$ cat config.mk
export PLATFORM = sky130hd
export DESIGN_NAME = scc_ctrl
export DESIGN_NICKNAME = d
export VERILOG_FILES = /design/src/hw/rtl/scc_pkg.sv /design/src/hw/rtl/scc_ctrl.sv
export SDC_FILE = /design/constraint.sdc
export NUM_CORES = 1
export LEC_CHECK = 0
export ABC_CLOCK_PERIOD_IN_PS = 2400
export BUFFER_PORTS_ARGS = -buffer_cell sky130_fd_sc_hd__buf_2
export CAP_MARGIN = 20
export CORE_MARGIN = 2
export CORE_UTILIZATION = 54
export CTS_CLUSTER_DIAMETER = 120
export DETAILED_ROUTE_END_ITERATION = 16
export PLACE_DENSITY_LB_ADDON = 0.05
export SYNTH_ARGS = -nofsm -noshare
export SYNTH_HDL_FRONTEND = slang
export SYNTH_SLANG_ARGS = --single-unit
$ cat constraint.sdc
create_clock -name clk -period 2.4 [get_ports clk]
set_input_delay 0.48 -clock clk [delete_from_list [all_inputs] [get_ports clk]]
set_output_delay 0.48 -clock clk [all_outputs]
set_load 0.02 [all_outputs]
$ cat src/hw/rtl/scc_pkg.sv
`default_nettype none
// ----------------------------------------------------------------------------
// scc_pkg
// shared types and constants of the strongly connected components core
// ----------------------------------------------------------------------------
package scc_pkg;

  localparam int MAX_NODES = 64;
  localparam int NODE_W    = 6;
  localparam int CNT_W     = 7;
  localparam int ROW_W     = 64;

  typedef logic [NODE_W-1:0] node_t;
  typedef logic [CNT_W-1:0]  cnt_t;
  typedef logic [ROW_W-1:0]  row_t;

  // one call frame: node, next edge to scan, its low link and visit number
  typedef struct packed {
    node_t node;
    cnt_t  resume_w;
    cnt_t  low;
    cnt_t  vis;
  } frame_t;

  typedef enum logic [3:0] {
    ST_LOAD, ST_ROOT, ST_FETCH, ST_SCAN, ST_VISCMP, ST_RET, ST_POPR, ST_POPW,
    ST_UP, ST_PARENT, ST_OUTA, ST_OUTB, ST_OUTC, ST_OUTD
  } state_t;

  typedef enum logic [4:0] {
    OP_IDLE, OP_ROW, OP_START, OP_ROOT_NEXT, OP_ENTER_ROOT, OP_FETCH, OP_SKIP,
    OP_DESCEND, OP_VIS_RD, OP_VIS_CMP, OP_COMP_START, OP_POP_RD, OP_POP,
    OP_CALL_RD, OP_PARENT, OP_OUT_INIT, OP_OUT_RAW_RD, OP_OUT_MAP_RD,
    OP_OUT_LOAD, OP_OUT_NEXT
  } op_t;

  typedef struct packed {
    op_t  op;
    logic in_ready;
  } cmd_t;

  typedef struct packed {
    logic in_valid;
    logic in_last;
    logic root_done;
    logic root_visited;
    logic scan_end;
    logic edge_bit;
    logic w_visited;
    logic w_onstk;
    logic low_eq_vis;
    logic pop_end;
    logic depth_zero;
    logic out_last;
    logic out_taken;
  } status_t;

endpackage
`default_nettype wire

$ cat src/hw/rtl/scc_ctrl.sv
`default_nettype none
// ----------------------------------------------------------------------------
// scc_ctrl
// sequencer for row load, depth-first search and result emission
// ----------------------------------------------------------------------------
module scc_ctrl (
  input  wire logic             clk,
  input  wire logic             rst_n,
  input  wire scc_pkg::status_t sts,
  output scc_pkg::cmd_t         cmd
);

  scc_pkg::state_t state_r, state_nxt;

  always_ff @(posedge clk) begin
    if (!rst_n) state_r <= scc_pkg::ST_LOAD;
    else        state_r <= state_nxt;
  end

  always_comb begin
    state_nxt    = state_r;
    cmd.op       = scc_pkg::OP_IDLE;
    cmd.in_ready = 1'b0;
    unique case (state_r)
      scc_pkg::ST_LOAD: begin
        cmd.in_ready = 1'b1;
        if (sts.in_valid) begin
          if (sts.in_last) begin
            cmd.op    = scc_pkg::OP_START;
            state_nxt = scc_pkg::ST_ROOT;
          end else begin
            cmd.op = scc_pkg::OP_ROW;
          end
        end
      end
      scc_pkg::ST_ROOT: begin
        priority if (sts.root_done) begin
          cmd.op    = scc_pkg::OP_OUT_INIT;
          state_nxt = scc_pkg::ST_OUTA;
        end else if (sts.root_visited) begin
          cmd.op = scc_pkg::OP_ROOT_NEXT;
        end else begin
          cmd.op    = scc_pkg::OP_ENTER_ROOT;
          state_nxt = scc_pkg::ST_FETCH;
        end
      end
      scc_pkg::ST_FETCH: begin
        cmd.op    = scc_pkg::OP_FETCH;
        state_nxt = scc_pkg::ST_SCAN;
      end
      scc_pkg::ST_SCAN: begin
        priority if (sts.scan_end) begin
          state_nxt = scc_pkg::ST_RET;
        end else if (!sts.edge_bit) begin
          cmd.op = scc_pkg::OP_SKIP;
        end else if (!sts.w_visited) begin
          cmd.op    = scc_pkg::OP_DESCEND;
          state_nxt = scc_pkg::ST_FETCH;
        end else if (sts.w_onstk) begin
          cmd.op    = scc_pkg::OP_VIS_RD;
          state_nxt = scc_pkg::ST_VISCMP;
        end else begin
          cmd.op = scc_pkg::OP_SKIP;
        end
      end
      scc_pkg::ST_VISCMP: begin
        cmd.op    = scc_pkg::OP_VIS_CMP;
        state_nxt = scc_pkg::ST_SCAN;
      end
      scc_pkg::ST_RET: begin
        if (sts.low_eq_vis) begin
          cmd.op    = scc_pkg::OP_COMP_START;
          state_nxt = scc_pkg::ST_POPR;
        end else begin
          state_nxt = scc_pkg::ST_UP;
        end
      end
      scc_pkg::ST_POPR: begin
        cmd.op    = scc_pkg::OP_POP_RD;
        state_nxt = scc_pkg::ST_POPW;
      end
      scc_pkg::ST_POPW: begin
        cmd.op    = scc_pkg::OP_POP;
        state_nxt = sts.pop_end ? scc_pkg::ST_UP : scc_pkg::ST_POPR;
      end
      scc_pkg::ST_UP: begin
        if (sts.depth_zero) begin
          cmd.op    = scc_pkg::OP_ROOT_NEXT;
          state_nxt = scc_pkg::ST_ROOT;
        end else begin
          cmd.op    = scc_pkg::OP_CALL_RD;
          state_nxt = scc_pkg::ST_PARENT;
        end
      end
      scc_pkg::ST_PARENT: begin
        cmd.op    = scc_pkg::OP_PARENT;
        state_nxt = scc_pkg::ST_FETCH;
      end
      scc_pkg::ST_OUTA: begin
        cmd.op    = scc_pkg::OP_OUT_RAW_RD;
        state_nxt = scc_pkg::ST_OUTB;
      end
      scc_pkg::ST_OUTB: begin
        cmd.op    = scc_pkg::OP_OUT_MAP_RD;
        state_nxt = scc_pkg::ST_OUTC;
      end
      scc_pkg::ST_OUTC: begin
        cmd.op    = scc_pkg::OP_OUT_LOAD;
        state_nxt = scc_pkg::ST_OUTD;
      end
      scc_pkg::ST_OUTD: begin
        if (sts.out_taken) begin
          if (sts.out_last) begin
            state_nxt = scc_pkg::ST_LOAD;
          end else begin
            cmd.op    = scc_pkg::OP_OUT_NEXT;
            state_nxt = scc_pkg::ST_OUTA;
          end
        end
      end
      default: state_nxt = scc_pkg::ST_LOAD;
    endcase
  end

endmodule
`default_nettype wire

==> flow_summary_export.csv, run 1 <==
group,metric,value,unit
finish,n_antenna_cell,0,
timing,grt_setup_unrepaired,"false",
finish,regArea,82.6,um2
worst_hold_path,hold_depth,3,
timing,fin_tns_setup,0,ns
placed_design,gp_congestion,0.875,
pwr,vdd_drop_max,0.535,mV
floorplan,die-height,40.9,um
timing,timing.final.crit_share,93.4,%
finish,layout.cells.non_filler,140,
run,cap_violations,0,
yosys,yosysSeqAreaShare,10.9,%
yosys,syn_avg_cell_area,7.06,um2
yosys,netlist_top_cells_area,"dfxtp_1 (11%), a21oi_1 (6.8%), nand2b_1 (6.8%)",
worst_setup_path,cp_slowest_cell,"dfxtp_2",
floorplan,row_count,13,
drt,wl,2.07,mm
clock_network,cts-hold-fix-buffers,0,
clock_network,cts_root_buf,"clkbuf_4",
clock_network,post_cts_buffers,0,
finish,drive_above_1_share,33.6,%
finish,fin_nets,142,
finish,multi_input_area,588,um2
placed_design,dp_hpwl,1.63,mm
drt,drc,0,
global_routing,track_usage,29.4,%
finish,final_common_cell,"buf_2",
clock_network,cts_buffers,3,
global_routing,grt_antenna_before_repair,0,
drt,drtAntennaViolNets,0,
drt,vias,905,
yosys,syn_nets,119,
worst_setup_path,reg2reg_depth,4,
finish,synthToLayoutAreaGrowth,19.3,%
timing,whs,0.457,ns
timing,tightest_slew,0.417,ns
timing,timing.fmax,0.446,GHz
clock_network,clkTransAtPathRegs,0.04,ns
status,status,"complete, no violations",
floorplan,pin_count,21,
timing,hold_viol_final,0,
yosys,synth_area_leader_cell,"dfxtp_1",
worst_setup_path,worstSetupPathType,"reg2out",
floorplan,initial_core_util,57.2,%
worst_setup_path,cpPeakStageDelay,0.41,ns
drt,drtIter0Drc,42,
global_routing,grt_pass1_vias,755,
placed_design,portBuffers,20,
timing,finClkSkew,0.00859,ns
floorplan,dieArea,1670,um2
global_routing,grt_overflow,0,
yosys,synthCells,104,
worst_setup_path,path_max_fanout,21,
yosys,yosys_register_bits,4,
finish,largest_register_ffs,4,
yosys,synth_top_area_share,10.9,%
worst_setup_path,start_kind,"register",
worst_setup_path,worst_ep_arrival_time,1.76,ns
timing,finalSetupViolations,0,
finish,final_cell_mix,"buf_2 (20), a21oi_1 (10), nand2_1 (9), nand2b_1 (8)",
global_routing,grt_start_max_net_pins,22,
drt,wl_per_cell,14.8,um
pwr,power_density,1050,nW/um2
clock_network,htreeDepth,1,
finish,largest_register,"state_r",
yosys,synth.distinct_cells,39,
drt,routed_via_density,6.46,
timing,drv_slew,0,
timing,slew_headroom,72.0,%
placed_design,place_inst,137,
yosys,syn_area,734,um2
floorplan,core-area,1280,um2
floorplan,die_x,40.9,um
worst_setup_path,end_kind,"primary output",
finish,fill_cells,124,
worst_setup_path,required,1.92,ns
finish,largest_registers,"state_r: 4 flops",
worst_hold_path,hold_path.class,"in2reg",
yosys,ys_warn_count,0,
worst_setup_path,path_cells,"or2_4 > or3_1 > nand2b_1 > o2111ai_1 > buf_2",
pwr,p_leak,0.313,nW
clock_network,cts_buffer_depth,2,
clock_network,clock-sinks,4,
timing,fin_crit,2.24,ns
global_routing,grt_pass1_wl,3.28,mm
drt,first_pass_iters,4,
clock_network,insertion_delay,0.23,ns
clock_network,cts_tree,"yes",
==> per-layer routing <==
layer | track usage, % | share of wire [%] | vias up | wire length (um)
li1 | - | - | 442 | -
met1 | 40.6 | 45 | 404 | 927
met2 | 45.3 | 45 | 53 | 936
met3 | 3.26 | 7.7 | 6 | 160
met4 | 12.5 | 2.2 | 0 | 46
met5 | 0 | 0 | - | 0
==> cells by family (layout without fill, tap and decap cells) <==
kind of cell           Yosys count  count (layout)  synth area share (%)
DFF                              4               4                  10.9
and+or+nand+nor                 50              50                  41.1
AOI/OAI and AO/OA               37              37                  39.0
buffers and inverters           13              34                  9.03
==> power breakdown <==
part	leakage, nW	internal, mW	switching, mW	total [mW]
sequential	0.0337	0.0910	0.0721	0.163
combinational	0.266	0.276	0.395	0.672
clock	0.0138	0.0558	0.0263	0.0822
total	0.313	0.423	0.494	0.917
==> critical path, delay by kind of cell (launching register included) <==
family                 cells  cell delay (ns)
AO/OA/AOI/OAI              1             0.08
buffers and inverters      1             0.19
flip-flops                 1             0.41
AND/OR/NAND/NOR            3             0.85
==> timing repair <==
| item | 4_1_cts | 5_1_grt |
|---|---|---|
| hold endpoints to repair | 0 | 0 |
| setup endpoints to repair | 0 | 3 |
| resized for setup | 0 | 2 |
==> per-stage QoR <==
step                      utilization (%)  total power, mW  setup WS, ns  area, um2
after floorplan                         -            0.651         0.533        734
after global placement               66.2            0.819         0.307        851
after detailed placement             66.2            0.826         0.280        851
after CTS                            68.0            0.913        0.0235        873
after global routing                 68.2            0.996        0.0663        876
final                                68.2            0.917         0.158        876
==> area by class of cell <==
class | count | share of cell area (%)
Multi-Input combinational cell | 87 | 67.1
Sequential cell | 4 | 9.43
Timing Repair Buffer | 26 | 16.6
Inverter | 5 | 2.14
Clock buffer | 3 | 2.57
Tap cell | 15 | 2.14
==> cell usage after synthesis <==
cell type  number
o22ai_1         1
o2111ai_1       1
inv_1           3
or2_4           1
dfxtp_1         4
a2111oi_4       1
o21ai_1         1
nor4_2          2
a32oi_1         2
a21oi_1        10
and2_1          1
buf_4           1
o21ai_0         4
clkbuf_1        1
nor3_1          1
a31oi_1         4
nor2_2          1
or2b_1          1
a211oi_1        4
nor2_1          6
or3_1           2
nand2_1         9
or3_2           1
nand3_1         6
a2111o_1        1
nand4b_2        1
buf_6           1
inv_2           1
a221oi_2        2
nand3b_1        5
buf_2           5
o211ai_1        1
o31ai_1         3
clkinv_1        1
o221ai_1        1
nor3b_1         2
nand2b_1        8
a32oi_2         1
nor2b_1         3
==> path summary, 6_finish.rpt <==
kind | from | endpoint | slack, ns
setup / recovery | state_r[2]$_SDFFE_PN0P_ | cmd[2] | 0.16
hold / removal | rst_n | state_r[2]$_SDFFE_PN0P_ | 0.46
setup reg to reg | state_r[0]$_SDFFE_PN0P_ | state_r[1]$_SDFFE_PN0P_ | 0.75
hold reg to reg | state_r[2]$_SDFFE_PN0P_ | state_r[3]$_SDFFE_PN0P_ | 0.75
No activity file was read; power rests on OpenSTA's default activity.
==> run 2, diff against run 1 <==
--- a/config.mk
+++ b/config.mk
@@ -5,13 +5,14 @@
 export SDC_FILE = /design/constraint.sdc
 export NUM_CORES = 1
 export LEC_CHECK = 0
-export ABC_CLOCK_PERIOD_IN_PS = 2400
+export ABC_AREA = 1
+export ABC_CLOCK_PERIOD_IN_PS = 2250
 export BUFFER_PORTS_ARGS = -buffer_cell sky130_fd_sc_hd__buf_2
 export CAP_MARGIN = 20
-export CORE_MARGIN = 2
-export CORE_UTILIZATION = 54
+export CORE_AREA = 2 2 39 41
 export CTS_CLUSTER_DIAMETER = 120
 export DETAILED_ROUTE_END_ITERATION = 16
+export DIE_AREA = 0 0 41 43
 export PLACE_DENSITY_LB_ADDON = 0.05
 export SYNTH_ARGS = -nofsm -noshare
 export SYNTH_HDL_FRONTEND = slang
==> constraint.sdc (replaced) <==
create_clock -name clk -period 2.25 [get_ports clk]
set_input_delay 0.45 -clock clk [delete_from_list [all_inputs] [get_ports clk]]
set_output_delay 0.45 -clock clk [all_outputs]
set_load 0.02 [all_outputs]
==> run 2 against run 1 <==
Against the previous run:
- clock skew down 0.0044 ns
- critical path depth is 1 higher
- count of clock-buffer cells in the layout unchanged
- via count down 11%
- flip-flop and latch count stayed put
- first-iteration DRC count shrank 55%
- setup slack better by 0.026 ns
- highest routed layer unchanged
==> flow_summary_export.csv, run 2 <==
group,metric,value,unit
finish,stdcell_area,752,um2
drt,drtAntennaViolNets,0,
yosys,synthCells,121,
worst_setup_path,required,1.80,ns
finish,final_common_cell,"nand2_1",
worst_hold_path,hold_path.class,"in2reg",
clock_network,cts_tree,"yes",
drt,drc,0,
drt,drtIter0Drc,19,
clock_network,cts_buffer_depth,2,
global_routing,grt_pass1_vias,722,
floorplan,dieArea,1760,um2
timing,timing.fmax,0.484,GHz
floorplan,die-height,43,um
floorplan,initial_core_util,44.0,%
global_routing,grt_antenna_before_repair,0,
timing,timing.final.crit_share,91.8,%
placed_design,dpl_cell_area,729,um2
clock_network,clkTransAtPathRegs,0.04,ns
run,cap_violations,0,
finish,drive_above_1_share,23.6,%
floorplan,row_count,14,
clock_network,htreeDepth,1,
placed_design,gp_congestion,0.878,
worst_setup_path,worst_ep_arrival_time,1.62,ns
drt,vias,801,
timing,fin_tns_setup,0,ns
finish,final_cell_mix,"nand2_1 (44), buf_2 (20), nor2_1 (19), inv_1 (13), nand3_1 (9)",
pwr,p_leak,0.452,nW
timing,tightest_slew,0.280,ns
yosys,synth_top_area_share,27.1,%
placed_design,dp_slack,0.378,ns
clock_network,cts_buffers,3,
yosys,ys_warn_count,0,
worst_setup_path,start_kind,"register",
yosys,synth.distinct_cells,19,
yosys,yosys_register_bits,4,
drt,first_pass_iters,6,
yosys,yosys_most_used_dff,"dfxtp_1",
timing,drv_slew,0,
global_routing,grt_overflow,0,
yosys,synthTopCellsByCount,"nand2_1 (44), nor2_1 (19), inv_1 (13), nand3_1 (9), a21oi_1 (6)",
yosys,syn_avg_cell_area,5.04,um2
finish,final_util,54.3,%
global_routing,grt_start_max_net_pins,7,
placed_design,place_inst,157,
worst_setup_path,cp.buffers_inverters,1,
clock_network,post_cts_buffers,0,
finish,layout.cells.non_filler,160,
pwr,vdd_drop_max,0.399,mV
finish,largest_register,"state_r",
global_routing,grt_pass1_wl,2.74,mm
worst_setup_path,cp_common_cell,"nand2_1",
drt,wl,1.68,mm
yosys,netlist_top_cells_area,"nand2_1 (27%), dfxtp_1 (13%), nor2_1 (12%)",
timing,grt_setup_unrepaired,"false",
floorplan,die_x,41,um
finish,largest_register_ffs,4,
worst_setup_path,critPathTopFamily,"flip-flops",
status,status,"complete, no violations",
yosys,syn_area,609,um2
finish,synthToLayoutAreaGrowth,23.4,%
worst_setup_path,cpPeakStageDelay,0.44,ns
worst_setup_path,end_kind,"primary output",
global_routing,track_usage,22.3,%
yosys,async_flop_share,0,%
yosys,yosysSeqAreaShare,13.1,%
timing,finClkSkew,0.00424,ns
clock_network,cts-hold-fix-buffers,0,
worst_setup_path,worstSetupPathType,"reg2out",
drt,routed_via_density,5.01,
timing,worst_slack,0.184,ns
floorplan,pin_count,21,
clock_network,cts_root_buf,"clkbuf_4",
pwr,power_density,871,nW/um2
placed_design,dp_hpwl,1.46,mm
yosys,yosys.cell_count.top_type,"nand2_1",
worst_setup_path,path_cells,"nand2_1 > nor2_1 > nand2_1 > o21ai_1 > o21bai_1 > buf_2",
floorplan,core-area,1380,um2
timing,hold_viol_final,0,
yosys,synth_edf_count,0,
timing,fin_crit,2.07,ns
yosys,synth_area_leader_cell,"nand2_1",
timing,finalSetupViolations,0,
finish,largest_registers,"state_r: 4 flops",
drt,wl_per_cell,10.5,um
worst_setup_path,cp_slowest_cell,"dfxtp_1",
clock_network,insertion_delay,0.24,ns
yosys,syn_nets,136,
clock_network,clock-sinks,4,
timing,slew_headroom,81.3,%
finish,n_antenna_cell,0,
worst_setup_path,path_max_fanout,5,
placed_design,portBuffers,20,
finish,fin_nets,161,
finish,fill_cells,151,
## run 2: path summary, 6_finish.rpt
check                          startpoint                       to  slack, ns  cells past startpoint
setup / recovery  state_r[3]$_SDFFE_PN0P_                   cmd[5]       0.18                      6
setup reg to reg  state_r[0]$_SDFFE_PN0P_  state_r[1]$_SDFFE_PN0P_       0.92                      8
hold reg to reg   state_r[0]$_SDFFE_PN0P_  state_r[0]$_SDFFE_PN0P_       0.55                      2
hold / removal                      rst_n  state_r[1]$_SDFFE_PN0P_       0.49                      3
## run 2: cell families (layout without fill, tap and decap cells)
group,Yosys count,in the layout,share of synthesized area [%]
simple gates,84,84,61.0
compound gates,16,16,15.4
flops,4,4,13.1
buf+inv,17,40,10.5
## run 2: area by class of cell
type | instances | area, um2 | share of cell area, %
Multi-Input combinational cell | 100 | 465 | 61.9
Timing Repair Buffer | 20 | 100 | 13.3
Sequential cell | 4 | 80.1 | 10.6
Inverter | 17 | 63.8 | 8.49
Clock buffer | 3 | 22.5 | 3.00
Tap cell | 16 | 20.0 | 2.66
## run 2: repair_timing
item / 4_1_cts / 5_1_grt
hold endpoints to repair: 0 / 0
resized for setup: 0 / 1
setup endpoints to repair: 0 / 1
## run 2: where the power goes
group | switching (mW) | internal (mW)
clock | 0.0310 | 0.0598
sequential | 0.0214 | 0.0875
combinational | 0.299 | 0.156
## run 2: metrics by stage
stage	total power [mW]	hold slack, ns
after detailed placement	0.562	0.541
after global placement	0.562	0.543
after CTS	0.655	0.484
after floorplan	0.441	0.505
final	0.655	0.490
after global routing	0.716	0.504
## run 2: routing by layer
metal	global-route usage (%)	vias to the layer above	part of all wire, %
li1	-	437	-
met1	26.7	333	46
met2	36.9	27	46
met3	2.62	4	5.8
met4	10.7	0	1.9
met5	0	-	0
## run 2: tightest hold or removal path, stage by stage
cell and delay [ns]:
buf_2 0.07, inv_1 0.06, a21oi_1 0.11
